`config.mk`:
```
export PLATFORM = sky130hd
export DESIGN_NAME = tpg_reduce_cell
export DESIGN_NICKNAME = d
export VERILOG_FILES = /design/src/hw/rtl/tpg_pkg.sv /design/src/hw/rtl/tpg_reduce_cell.sv
export SDC_FILE = /design/constraint.sdc
export NUM_CORES = 1
export LEC_CHECK = 0
export BUFFER_PORTS_ARGS = -buffer_cell sky130_fd_sc_hd__buf_2
export CAP_MARGIN = 15
export CORE_ASPECT_RATIO = 0.7
export CORE_MARGIN = 2
export CORE_UTILIZATION = 39
export CTS_CLUSTER_DIAMETER = 100
export DETAILED_ROUTE_END_ITERATION = 6
export GPL_ROUTABILITY_DRIVEN = 0
export PLACE_DENSITY_LB_ADDON = 0.3
export SLEW_MARGIN = 20
export SYNTH_ARGS = -nofsm -noshare
export SYNTH_HDL_FRONTEND = slang
export SYNTH_SLANG_ARGS = --single-unit
```
`constraint.sdc`:
```
create_clock -name clock -period 4 [get_ports clock]
set_input_delay 0.8 -clock clock [delete_from_list [all_inputs] [get_ports clock]]
set_output_delay 0.8 -clock clock [all_outputs]
set_load 0.02 [all_outputs]
```
`src/hw/rtl/tpg_pkg.sv`:
```
// Shared types, constants and tables of the trochoid point generator.
`timescale 1ns / 1ps
`default_nettype none

package tpg_pkg;

   // Width of the phase remainder while it runs through the reduction cells
   localparam int REM_W = 62;
   // Width of the CORDIC datapath (Q30 plus headroom)
   localparam int CW = 34;

   // pi with 60 fraction bits
   localparam logic [63:0] PI_Q60 = 64'h3243F6A8885A308D;
   // Start value of the CORDIC x register: inverse of the limit gain in Q30
   localparam logic signed [CW-1:0] CORDIC_GAIN_Q30 = 34'sh26DD3B6A;

   localparam logic signed [63:0] INT32_MAX_64 = 64'sh000000007FFFFFFF;
   localparam logic signed [63:0] INT32_MIN_64 = -64'sh0000000080000000;
   localparam logic signed [31:0] INT32_MAX = 32'sh7FFFFFFF;
   localparam logic signed [31:0] INT32_MIN = 32'sh80000000;

   // Configuration register indexes
   typedef enum logic [2:0] {
      CSR_BASE_RADIUS   = 3'd0,
      CSR_TRACER_RADIUS = 3'd1,
      CSR_X_OFFSET      = 3'd2,
      CSR_Y_OFFSET      = 3'd3,
      CSR_PHASE_OFFSET  = 3'd4,
      CSR_ROTATION_RATE = 3'd5
   } csr_index_type;

   // Side information that travels with each transaction along the cell chains
   typedef struct packed {
      logic               sat;
      logic               neg;
      logic signed [31:0] phase;
   } tag_type;

   // atan(2^-i) in Q30
   function automatic logic [31:0] atan_q30(input int idx);
      logic [31:0] val;
      case (idx)
         0:  val = 32'h3243F6A8;
         1:  val = 32'h1DAC6705;
         2:  val = 32'h0FADBAFC;
         3:  val = 32'h07F56EA6;
         4:  val = 32'h03FEAB76;
         5:  val = 32'h01FFD55B;
         6:  val = 32'h00FFFAAA;
         7:  val = 32'h007FFF55;
         8:  val = 32'h003FFFEA;
         9:  val = 32'h001FFFFD;
         10: val = 32'h000FFFFF;
         11: val = 32'h0007FFFF;
         12: val = 32'h0003FFFF;
         13: val = 32'h0001FFFF;
         14: val = 32'h0000FFFF;
         15: val = 32'h00007FFF;
         16: val = 32'h00003FFF;
         17: val = 32'h00001FFF;
         18: val = 32'h00000FFF;
         19: val = 32'h000007FF;
         20: val = 32'h000003FF;
         21: val = 32'h000001FF;
         22: val = 32'h000000FF;
         23: val = 32'h0000007F;
         24: val = 32'h0000003F;
         25: val = 32'h0000001F;
         26: val = 32'h0000000F;
         27: val = 32'h00000008;
         28: val = 32'h00000004;
         29: val = 32'h00000002;
         30: val = 32'h00000001;
         default: val = 32'h00000000;
      endcase
      return val;
   endfunction

endpackage

`default_nettype wire

```
`src/hw/rtl/tpg_reduce_cell.sv`:
```
// One step of the modulo-2*pi phase reduction: conditional subtract of a fixed multiple.
`timescale 1ns / 1ps
`default_nettype none

module tpg_reduce_cell #(
   parameter logic [tpg_pkg::REM_W-1:0] SUB = 62'd1
) (
   input  wire logic                        clock,
   input  wire logic                        reset,
   input  wire logic                        advance,
   input  wire logic                        in_valid,
   input  wire logic [tpg_pkg::REM_W-1:0]   in_rem,
   input  wire tpg_pkg::tag_type            in_tag,
   output logic                             out_valid,
   output logic [tpg_pkg::REM_W-1:0]        out_rem,
   output tpg_pkg::tag_type                 out_tag
);

   logic                        valid_ff;
   logic [tpg_pkg::REM_W-1:0]   rem_ff;
   logic [tpg_pkg::REM_W-1:0]   rem_in;
   tpg_pkg::tag_type            tag_ff;

   // Drop this multiple when the remainder still holds it
   always_comb begin
      if (in_rem >= SUB) begin
         rem_in = in_rem - SUB;
      end else begin
         rem_in = in_rem;
      end
   end

   always_ff @(posedge clock) begin
      if (reset) begin
         valid_ff <= 1'b0;
      end else if (advance) begin
         valid_ff <= in_valid;
      end
   end

   always_ff @(posedge clock) begin
      if (advance) begin
         rem_ff <= rem_in;
         tag_ff <= in_tag;
      end
   end

   assign out_valid = valid_ff;
   assign out_rem   = rem_ff;
   assign out_tag   = tag_ff;

endmodule

`default_nettype wire

```
==> flow_summary.toml <==
[final_layout]
area_growth_pct = 35.0
antenna_cells = 0
multi_input_area_um2 = 1370
final_core_util_pct = 53.4
regArea_um2 = 2900
instances_no_fill = 677
nNetsFinal = 621
fillCellCount = 980
final_common_cell = "buf_2"
final_cell_mix = "buf_2, edfxtp_1, xor2_1"
drive_gt1_share_pct = 42.7
post-route-cell-area_um2 = 5820

[cts]
cts_root_buffer = "clkbuf_16"
cts_hold_buf = 0
clk_pin_slew_ns = 0.07
cts_max_level = 3
clock_latency_ns = 0.33
clkSinkCount = 97
cts_tree = "done"
cts_made_buffers = 9
clockBufferDepth = 2
cts.repair.resized = 0
cts_setup_buffers = 0

[routing]
via_count = 3363
wl_per_cell_um = 15.7
first_pass_iters = 4
highest_layer = "met4"
wl_met1_um = 4640
via_per_inst = 4.97
wl_met3_um = 1000
postRouteAntennaNets = 0
wl_met2_um = 4900
drc = 0
drtIter0Drc = 174
wl_um = 10700

[worst_setup_path]
end_kind = "flop"
rrSetupSlack_ns = 3.42
worstPathMaxFanout = 11
arrival_ns = 3.41
crit_path_start_kind = "input port"
rr_endpoint = "out_valid"
r2r_cells = 2
timing.rr.start = "out_valid"
required_ns = 4.07
worstSetupPathType = "input port to flop"

[global_routing]
grt_use_total_pct = 18.0
grt_pass1_wl_um = 16500
grt_max_degree = 56
grt_pass1_vias = 3383
antenna_found_initial = 0
grt_overflow_total = 0

[yosys]
yosysWarnings = 0
async_flop_share_pct = 0
ys_types = 35
synth_fp_nets = 415
avgSynthCellArea_um2 = 13.8
synth-seq-cells = 97
synthFlopType = "edfxtp_1"
synth-edff-count = 96
seq_area_frac_synth_pct = 67.3
netlist_area_um2 = 4310
syn_inst = 313

[place]
placed_cells = 661
placedInstanceArea_um2 = 5500
portBuffers = 196
dp_hpwl_um = 8030
dp_slack_ns = 0.331

[timing]
drv_slew = 0
fin_skew_ns = 0
tns_ns = 0
maxSlewHeadroom_pct = 37.4
tightest_slew_ns = 0.939
clock.fmax_ghz = 0.299
rsz0062_at_grt = "no"
setup-violations-final = 0
fin_crit_sh_pct = 83.5
hold_viol_final = 0
min_period_ns = 3.34
setup_ws_ns = 0.661

[floorplan]
coreArea_um2 = 10900
num_rows = 32
die_w_um = 130
die_y_um = 92.0
start_util_pct = 39.6
die_area_um2 = 11900
pin_count = 197

[power]
vdd_drop_max_uv = 221
leakage_nw = 2.33
internal_power_mw = 1.87
power_frac_comb_pct = 13.1
pwr_density_cell_nw_per_um2 = 425
p_seq_share_pct = 49.5
clockPowerShare_pct = 37.4
p_switching_mw = 0.604
sw_frac_of_total_pct = 24.4

[hold_path]
hp-start = "out_valid"
worstHoldEndpoint = "out_valid"
hold_path.class = "flop to flop"
whs_path_depth = 2

[outcome]
outcome = "finished clean"

[run]
drv_cap = 0
[power by group through the flow]
stage / Sequential (mW) / Clock (mW) / Combinational (mW)
finish: 1.23 / 0.925 / 0.324
global placement: 1.25 / 0 / 0.322
global route: 1.23 / 0.984 / 0.349
floorplan: 1.36 / 0 / 0.0401
CTS: 1.23 / 0.949 / 0.327
detailed placement: 1.25 / 0 / 0.326
[critical path: stages]
cell	delay [ns]
buf_2	0.11
or4_1	0.59
or4_1	0.61
nor3_2	0.28
nand4_1	0.47
nor4_1	0.45
xor2_1	0.11
[state kept, by name (all words and copies together) (netlist names)]
register and count:
out_rem 62, out_tag 34, out_valid 1
[layer usage]
metal / up-vias / GRT usage, %
met1: 1585 / 23.0
met5: - / 0
met4: 0 / 5.56
met3: 13 / 6.71
met2: 156 / 28.6
li1: 1609 / -
[worst max-delay path by stage]
stage / from / endpoint / slack (ns) / cells past startpoint
after CTS: in_rem[20] / out_rem[50] / 0.70 / 7
after global placement: in_rem[20] / out_rem[35] / 0.45 / 7
after global routing: in_rem[6] / out_rem[26] / 0.44 / 7
after floorplan: in_rem[28] / out_rem[45] / 0.72 / 8
final: in_rem[20] / out_rem[50] / 0.66 / 7
after detailed placement: in_rem[20] / out_rem[50] / 0.33 / 7
[synthesized netlist by cell type (all sizes together) (2+ instances only)]
| cell type | count | share of area (%) |
|---|---|---|
| xnor2 | 15 | 3.0 |
| edfxtp | 96 | 67 |
| nand3b | 2 | 0.35 |
| xor2 | 42 | 8.5 |
| or2 | 2 | 0.29 |
| ha | 2 | 0.58 |
| o31ai | 3 | 0.84 |
| nor4 | 30 | 4.4 |
| nand4 | 5 | 0.73 |
| o21ai | 3 | 0.35 |
| a21oi | 2 | 0.23 |
| or4 | 7 | 1.2 |
| or3 | 4 | 0.70 |
| clkbuf | 5 | 0.44 |
| nor2 | 25 | 2.2 |
| nand2b | 3 | 0.44 |
| inv | 2 | 0.17 |
| nand3 | 11 | 1.3 |
| nand2 | 18 | 1.6 |
| nor3 | 25 | 3.4 |
[cell type report]
type,count,share of cell area [%]
clock buffer,10,3.94
clock inverter,6,1.59
inverter,2,0.129
multi-input combinational,208,23.6
sequential,97,49.9
tap,153,3.29
timing repair buffer,201,17.5
[per-stage QoR]
| stage | hold slack [ns] | power (mW) |
|---|---|---|
| floorplan | 0.579 | 1.40 |
| global placement | 0.471 | 1.57 |
| detailed placement | 0.488 | 1.57 |
| CTS | 0.507 | 2.50 |
| global route | 0.570 | 2.57 |
| finish | 0.501 | 2.47 |
[kinds of logic after synthesis]
group | synth area share (%)
AOI/OAI and AO/OA | 2.26
buffers and inverters | 0.784
muxes | 0.232
adders and majority gates | 0.580
DFF | 67.3
xor gates and xnor gates | 11.6
and+or+nand+nor | 17.2
(Power assumes the default switching activity.)
