<file path="src/hw/rtl/tpg_pkg.sv">
// Shared types, constants and tables of the trochoid point generator.
`timescale 1ns / 1ps
`default_nettype none

package tpg_pkg;

   // Width of the phase remainder while it runs through the reduction cells
   localparam int REM_W = 62;
   // Width of the CORDIC datapath (Q30 plus headroom)
   localparam int CW = 34;

   // pi with 60 fraction bits
   localparam logic [63:0] PI_Q60 = 64'h3243F6A8885A308D;
   // Start value of the CORDIC x register: inverse of the limit gain in Q30
   localparam logic signed [CW-1:0] CORDIC_GAIN_Q30 = 34'sh26DD3B6A;

   localparam logic signed [63:0] INT32_MAX_64 = 64'sh000000007FFFFFFF;
   localparam logic signed [63:0] INT32_MIN_64 = -64'sh0000000080000000;
   localparam logic signed [31:0] INT32_MAX = 32'sh7FFFFFFF;
   localparam logic signed [31:0] INT32_MIN = 32'sh80000000;

   // Configuration register indexes
   typedef enum logic [2:0] {
      CSR_BASE_RADIUS   = 3'd0,
      CSR_TRACER_RADIUS = 3'd1,
      CSR_X_OFFSET      = 3'd2,
      CSR_Y_OFFSET      = 3'd3,
      CSR_PHASE_OFFSET  = 3'd4,
      CSR_ROTATION_RATE = 3'd5
   } csr_index_type;

   // Side information that travels with each transaction along the cell chains
   typedef struct packed {
      logic               sat;
      logic               neg;
      logic signed [31:0] phase;
   } tag_type;

   // atan(2^-i) in Q30
   function automatic logic [31:0] atan_q30(input int idx);
      logic [31:0] val;
      case (idx)
         0:  val = 32'h3243F6A8;
         1:  val = 32'h1DAC6705;
         2:  val = 32'h0FADBAFC;
         3:  val = 32'h07F56EA6;
         4:  val = 32'h03FEAB76;
         5:  val = 32'h01FFD55B;
         6:  val = 32'h00FFFAAA;
         7:  val = 32'h007FFF55;
         8:  val = 32'h003FFFEA;
         9:  val = 32'h001FFFFD;
         10: val = 32'h000FFFFF;
         11: val = 32'h0007FFFF;
         12: val = 32'h0003FFFF;
         13: val = 32'h0001FFFF;
         14: val = 32'h0000FFFF;
         15: val = 32'h00007FFF;
         16: val = 32'h00003FFF;
         17: val = 32'h00001FFF;
         18: val = 32'h00000FFF;
         19: val = 32'h000007FF;
         20: val = 32'h000003FF;
         21: val = 32'h000001FF;
         22: val = 32'h000000FF;
         23: val = 32'h0000007F;
         24: val = 32'h0000003F;
         25: val = 32'h0000001F;
         26: val = 32'h0000000F;
         27: val = 32'h00000008;
         28: val = 32'h00000004;
         29: val = 32'h00000002;
         30: val = 32'h00000001;
         default: val = 32'h00000000;
      endcase
      return val;
   endfunction

endpackage

`default_nettype wire

</file>
<file path="src/hw/rtl/tpg_cordic_cell.sv">
// One CORDIC rotation stage in Q30 with its residual angle.
`timescale 1ns / 1ps
`default_nettype none

module tpg_cordic_cell #(
   parameter int STAGE = 0
) (
   input  wire logic                           clock,
   input  wire logic                           reset,
   input  wire logic                           advance,
   input  wire logic                           in_valid,
   input  wire logic signed [tpg_pkg::CW-1:0]  in_x,
   input  wire logic signed [tpg_pkg::CW-1:0]  in_y,
   input  wire logic signed [tpg_pkg::CW-1:0]  in_z,
   input  wire tpg_pkg::tag_type               in_tag,
   output logic                                out_valid,
   output logic signed [tpg_pkg::CW-1:0]       out_x,
   output logic signed [tpg_pkg::CW-1:0]       out_y,
   output logic signed [tpg_pkg::CW-1:0]       out_z,
   output tpg_pkg::tag_type                    out_tag
);

   localparam logic signed [tpg_pkg::CW-1:0] ANGLE =
      $signed({{(tpg_pkg::CW-32){1'b0}}, tpg_pkg::atan_q30(STAGE)});

   logic                              valid_ff;
   logic signed [tpg_pkg::CW-1:0]     x_ff, y_ff, z_ff;
   logic signed [tpg_pkg::CW-1:0]     x_in, y_in, z_in;
   logic signed [tpg_pkg::CW-1:0]     x_sh, y_sh;
   tpg_pkg::tag_type                  tag_ff;

   // Rotate toward a zero residual; a zero residual counts as positive
   always_comb begin
      x_sh = in_x >>> STAGE;
      y_sh = in_y >>> STAGE;
      if (!in_z[tpg_pkg::CW-1]) begin
         x_in = in_x - y_sh;
         y_in = in_y + x_sh;
         z_in = in_z - ANGLE;
      end else begin
         x_in = in_x + y_sh;
         y_in = in_y - x_sh;
         z_in = in_z + ANGLE;
      end
   end

   always_ff @(posedge clock) begin
      if (reset) begin
         valid_ff <= 1'b0;
      end else if (advance) begin
         valid_ff <= in_valid;
      end
   end

   always_ff @(posedge clock) begin
      if (advance) begin
         x_ff   <= x_in;
         y_ff   <= y_in;
         z_ff   <= z_in;
         tag_ff <= in_tag;
      end
   end

   assign out_valid = valid_ff;
   assign out_x     = x_ff;
   assign out_y     = y_ff;
   assign out_z     = z_ff;
   assign out_tag   = tag_ff;

endmodule

`default_nettype wire

</file>
<file path="config.mk">
export PLATFORM = sky130hd
export DESIGN_NAME = tpg_cordic_cell
export DESIGN_NICKNAME = d
export VERILOG_FILES = /design/src/hw/rtl/tpg_pkg.sv /design/src/hw/rtl/tpg_cordic_cell.sv
export SDC_FILE = /design/constraint.sdc
export NUM_CORES = 1
export LEC_CHECK = 0
export ABC_AREA = 1
export BUFFER_PORTS_ARGS = -buffer_cell sky130_fd_sc_hd__buf_2
export CAP_MARGIN = 20
export CELL_PAD_IN_SITES_DETAIL_PLACEMENT = 0
export CELL_PAD_IN_SITES_GLOBAL_PLACEMENT = 1
export CORE_MARGIN = 2
export CORE_UTILIZATION = 40
export CTS_BUF_LIST = sky130_fd_sc_hd__clkbuf_8 sky130_fd_sc_hd__clkbuf_16
export CTS_CLUSTER_SIZE = 24
export DETAILED_ROUTE_END_ITERATION = 8
export MAX_ROUTING_LAYER = met4
export PLACE_DENSITY = 0.83
export SYNTH_ARGS = -nofsm -noshare
export SYNTH_HDL_FRONTEND = slang
export SYNTH_SLANG_ARGS = --single-unit
</file>
<file path="constraint.sdc">
create_clock -name clock -period 2.5 [get_ports clock]
set_input_delay 0.125 -clock clock [delete_from_list [all_inputs] [get_ports clock]]
set_output_delay 0.125 -clock clock [all_outputs]
set_load 0.03 [all_outputs]
</file>
==> results.md, run 1 <==
- Leak pwr: 7.940 nW
- Port buffer count: 276
- RSZ-0062 raised after global routing: false
- Register area: 0.004074 mm²
- Least-Margin Pin Slew: 779.4 ps
- Post-CTS setup buffers: 0
- Via count: 13570
- Antenna violations before repair: 0
- Hold Path Sink: out_x[0]
- Design area: 0.01614 mm²
- Vias per cell: 5.155
- Multi-input gate area in the final layout: 0.007869 mm²
- Worst-path fanout max: 3
- FFs w/ async S/R, synth: 0%
- GRT Resource Usage Total: 27.90%
- Crit path time final: 2127 ps
- Core ar.: 0.03245 mm²
- EDFF count, synth: 135
- I/O pins: 277
- WL/cell: 17.69 µm
- Iter 0 DRT Violations: 803
- Setup CP Type: in -> reg
- Critical Path RT: 2700 ps
- Area leader, netlist: edfxtp_1
- Final wirelength: 46570 µm
- Top achievable clock speed: 470.1 MHz
- Worst hold slack: 86.19 ps
- Final routed DRC violation total: 0
- Clock Skew: 0 ps
- NumNets Final: 2450
- CTS Buffer Depth: 2
- Period utilisation layout: 85.10%
- Worst EP arrival: 2330 ps
- Worst reg2reg path startpoint: out_valid
- Layout cell share with drive strength beyond 1: 19.73%
- Prevailing post-synth register cell: edfxtp_1
- Worst VDD drop: 477.1 µV
- Vias in the first global route: 13280
- Largest net degree at the start of global routing: 69
- Post-synthesis cell type count: 51
- Cell Area, Placed: 0.01518 mm²
- Post-DRT Antenna Nets: 0
- Max-slew headroom: 48.04%
- Die area: 0.03437 mm²
- GR Overflow Total: 0
- Die width: 185.4 µm
- H-Tree Depth: 4
- CP endpoint kind: flip-flop
- Most numerous cell in the Yosys netlist: nand2_1
- Setup TNS: 0 ps
- CTS tree: done
- Status: completed
- Syn Inst Count: 1839
- Global-route wire length before repair: 70660 µm
- Worst reg2reg setup slack: 1340 ps
- Ant diodes: 0
- Yosys warns: 0
- CTS root buffer: clkbuf_16
- Synth top area cells: edfxtp_1 31%, nand2_1 14%, ha_1 12%, inv_1 6.6%, nand3_1 6.0%
- R2r endpoint: out_valid
- Die Ht: 185.4 µm
- Site Rows: 66
- Final Max Tran Viols: 0
- Skew-Pair Late Insertion Delay: 450 ps
- Clock slew seen by the registers of the worst setup and hold paths: 70 ps
- GPL Wtd Cong: 1.012
- Initial core utilization: 40.55%
- Endpoints failing hold: 0
- Synth cell count leaders: 485 x nand2_1, 233 x inv_1, 159 x nor2_1
- Reg2reg path depth: 3
- P&R area growth vs syn: 22.65%
- Share of the synthesized area in the top cell type: 30.80%
- Syn_area_per_cell: 7.156 µm²
- Fill cell count: 3356
- Syn Std Cell Area: 0.01316 mm²
- # setup viols final: 0
- Num CTS Buffers: 17
- Initial DRT Pass Iterations: 5
- Synth Register Bits: 136
- Pwr Density: 559.6 mW/mm²
- DPL Wire Length: 38150 µm
- Clock Sinks: 136
- Worst hold path depth: 3
- Synth Net Count: 2112
- Power, Total: 0.009033 W
- Hold/Removal Path Class: in -> reg
- Hold_sp: in_y[0]
- Critical path startpoint category: input pin
- Max-cap viol count: 0
- Post-synthesis sequential area ratio: 30.96%
## worst max-delay path by stage
stage                         from        end  slack (ps)  cells past startpoint
final                      in_z[3]  out_z[29]         370                     13
after global routing       in_x[7]  out_x[24]         170                     14
after CTS                  in_z[3]  out_z[29]         410                     13
after detailed placement   in_x[6]  out_y[27]          30                     15
after global placement     in_x[6]  out_y[24]          40                     14
after floorplan           in_z[33]  out_z[25]         360                     11
## layout by cell type (no fill, tap or decap), types with 15 or more instances in the layout
cell type / n
ha_1: 129
inv_1: 233
o21ai_0: 93
nand2_1: 485
nor3_1: 22
a21oi_1: 151
buf_4: 45
a21o_1: 15
clkbuf_16: 17
buf_2: 275
edfxtp_1: 135
nand3_1: 158
o21bai_1: 18
nor2_1: 159
dlygate4sd3_1: 40
xor2_1: 41
o21ai_1: 15
nand4_1: 17
## sequential cells by signal (all words and copies together) (netlist names)
register and cells:
out_tag 34, out_y 33, out_z 34, out_x 34, out_valid 1
## cell families after synthesis
group	after synthesis	synth area share [%]
DFF	136	30.96
xor gates and xnor gates	45	2.995
AOI/OAI and AO/OA	336	14.39
muxes	2	0.1521
and+or+nand+nor	898	29.38
buffers and inverters	289	9.251
adders and majority gates	133	12.87
## where the power goes
part           leakage (nW)  switching (W)  internal (W)
Sequential             1.33      0.0000747       0.00289
Clock                 0.262        0.00117       0.00130
Combinational          6.35        0.00248       0.00112
Total                  7.94        0.00373       0.00531
## critical path, stage by stage
cell	delay [ps]
dlygate4sd3_1	560
buf_2	160
fa_1	460
nand3_1	100
nand2_1	100
nand3_1	80
nand3_1	130
nand3_1	110
nand2_1	130
nand2_1	140
nand3_1	110
nand2_1	80
nand2_1	50
## final cells by class
class,instances,area share (%)
clock buffers,17,2.636
clock inverters,15,0.8140
inverters,245,5.713
multi-input cells,1414,48.75
flip-flops and latches,136,25.24
well taps,442,3.426
repair buffers,363,13.42
## metrics by stage
stage          setup slack, ps  util [%]  std cells
4_1_cts                  408.2     49.73       2632
3_3_place_gp             35.18     46.78       2560
3_5_place_dp             34.45     46.78       2560
2_1_floorplan            360.7         -       1839
5_1_grt                  173.3     49.73       2632
6_report                 372.6     49.73       2632
## routing by layer
layer | global-route usage [%] | wire, µm | vias to the layer above | share of wire [%]
li1 | - | - | 6754 | -
met1 | 34.52 | 20570 | 6307 | 44
met2 | 46.84 | 21950 | 448 | 47
met3 | 4.562 | 2986 | 60 | 6.4
met4 | 8.127 | 1066 | 0 | 2.3
met5 | - | 0 | - | 0
## what timing repair did
item | 4_1_cts | 5_1_grt
hold buffers | 40 | 0
gates resized for setup | 0 | 0
hold endpoints to repair | 39 | 0
endpoints found under the setup margin | 0 | 0
(Power assumes the default switching activity.)
==> inputs of run 2 (changes only) <==
ABC_AREA = unset   (was 1)
CORE_UTILIZATION = 41   (was 40)
PLACE_DENSITY = 0.82   (was 0.83)
==> results.md, run 2 <==
- Worst EP arrival: 2690 ps
- P&R area growth vs syn: 51.09%
- Worst hold path depth: 3
- Die Ht: 168.5 µm
- Layout cell share with drive strength beyond 1: 40.08%
- Hold Path Sink: out_x[0]
- Initial DRT Pass Iterations: 6
- CP endpoint kind: flip-flop
- Via count: 11500
- Vias per cell: 5.357
- Critical path startpoint category: input pin
- Max-slew headroom: 50.73%
- DPL Wire Length: 30900 µm
- Synth cell count leaders: 147 x a21oi_1, 135 x edfxtp_1, 129 x ha_1
- CTS root buffer: clkbuf_16
- Fill cell count: 2206
- Die width: 168.5 µm
- Vias in the first global route: 11290
- Area leader, netlist: edfxtp_1
- Crit path time final: 2507 ps
- # setup viols final: 1
- GPL Wtd Cong: 0.9541
- Core ar.: 0.02680 mm²
- Hold/Removal Path Class: in -> reg
- Clock slew seen by the registers of the worst setup and hold paths: 70 ps
- Num CTS Buffers: 17
- GR Overflow Total: 0
- Status: finished, violations left
- Port buffer count: 276
- Worst-path fanout max: 4
- Die area: 0.02840 mm²
- Critical Path RT: 2680 ps
- Worst reg2reg setup slack: 1370 ps
- Final Max Tran Viols: 0
- Post-DRT Antenna Nets: 0
- WL/cell: 18.45 µm
- Worst VDD drop: 388.7 µV
- Hold_sp: in_y[0]
- R2r endpoint: out_valid
- Final routed DRC violation total: 0
- EDFF count, synth: 135
- Iter 0 DRT Violations: 851
- Final wirelength: 39590 µm
- CTS tree: done
- Synth Register Bits: 136
- Failing checks: setup timing
- Fin worst setup slack: -7.240 ps
- Worst hold slack: 153.7 ps
- NumNets Final: 2064
- Syn Std Cell Area: 0.01110 mm²
- H-Tree Depth: 4
- Setup CP Type: in -> reg
- Share of the synthesized area in the top cell type: 36.53%
- Placement Setup Slack: -619.7 ps
- Clock Skew: 0 ps
- RSZ-0062 raised after global routing: true
- FFs w/ async S/R, synth: 0%
- Power, Total: 0.009615 W
- Site Rows: 60
- Global-route wire length before repair: 60750 µm
- Syn Inst Count: 1187
- Most common cell after layout, fill and taps aside: buf_4
- Worst reg2reg path startpoint: out_valid
- Yosys warns: 0
- Skew-Pair Late Insertion Delay: 420 ps
- Period utilisation layout: 100.3%
- Leak pwr: 7.736 nW
- GRT Resource Usage Total: 27.92%
- Syn_area_per_cell: 9.350 µm²
- Reg2reg path depth: 3
- CTS Buffer Depth: 2
- Synth top area cells: edfxtp_1 37%, ha_1 15%, a21oi_1 6.6%, xnor2_1 5.8%, inv_1 3.8%
- Synth Net Count: 1460
- Worst setup path startpoint: in_x[6]
- Least-Margin Pin Slew: 739.0 ps
- Top achievable clock speed: 398.8 MHz
- Max-cap viol count: 0
- Prevailing post-synth register cell: edfxtp_1
- Clock Sinks: 136
- Most frequent cells in the layout: 308 x buf_4, 265 x buf_2, 135 x edfxtp_1
- Pwr Density: 573.4 mW/mm²
- Largest net degree at the start of global routing: 53
- Endpoints failing hold: 0
- Most numerous cell in the Yosys netlist: a21oi_1
- Post-synthesis cell type count: 71
- I/O pins: 277
- Antenna violations before repair: 1
- Initial core utilization: 41.41%
- Post-synthesis sequential area ratio: 36.71%
## run 2: changes by cell type after synthesis, moves of 16 or more
cell	change
clkbuf_1	+21
inv_1	-120
mux2i_1	+16
nand2_1	-433
nand3_1	-142
nor2_1	-77
xnor2_1	+70
xor2_1	-23
## run 2: per-stage QoR
step	setup TNS, ps	util, %	cells	cell area [µm²]
floorplan	-146.5	-	1187	11370
global placement	-16090	56.87	2061	15240
detailed placement	-18240	56.87	2061	15240
CTS	0	60.94	2136	16330
global route	-360.4	62.57	2146	16770
finish	-7.240	62.57	2146	16770
## run 2: layout make-up
cell class                      count  area [µm²]  share of cell area, %
Inverter                          117       464.2                  2.768
Sequential cell                   136        4074                  24.29
Clock inverter                     15       153.9                 0.9178
Tap cell                          341       426.7                  2.544
Antenna cell                        1       2.502                0.01492
Timing Repair Buffer              630        4265                  25.44
Multi-Input combinational cell    889        6957                  41.49
Clock buffer                       17       425.4                  2.537
## run 2: worst max-delay path, stage by stage
cell and delay (ps):
buf_4 130, inv_8 30, ha_4 290, nor2_4 50
a221oi_2 280, o21bai_2 120, a31o_1 180, o32a_1 370
buf_4 150, a2111o_1 490, a211oi_2 280, or3_1 140
nand2_1 40
## run 2: kinds of logic (layout without fill, tap and decap cells)
group	after synthesis	count (layout)	synth area share, %
AO/OA/AOI/OAI	400	400	22.86
XOR/XNOR	92	92	7.260
adder cells (fa/ha/maj)	133	133	15.26
buffers and inverters	162	779	5.671
flip-flops	136	136	36.71
multiplexers	18	18	1.623
other	0	1	0
AND/OR/NAND/NOR	246	246	10.61
## run 2: worst max path at each step
stage	endpoint	slack [ps]	cells past startpoint
final	out_y[27]	-7	13
after floorplan	out_x[29]	-80	12
after detailed placement	out_x[30]	-620	13
after global placement	out_x[30]	-580	12
after CTS	out_y[16]	5	14
after global routing	out_y[27]	-90	13
## run 2: power breakdown
part | total [W] | switching [W] | internal, W
Sequential | 0.00304 | 0.0000973 | 0.00294
Combinational | 0.00400 | 0.00235 | 0.00165
Clock | 0.00258 | 0.00116 | 0.00141
Total | 0.00961 | 0.00361 | 0.00601
## run 2: routing by layer
metal	track usage, %	routed length (µm)
met1	34.47	16820
met4	6.334	813
met5	-	0
met2	49.36	19830
met3	3.040	2129
## run 2: timing repair
item	in CTS	in global routing
endpoints found under the hold margin	39	0
setup buffers	4	10
pin swaps	10	44
gates resized for setup	19	87
endpoints found under the setup margin	16	31
hold buffers	40	0
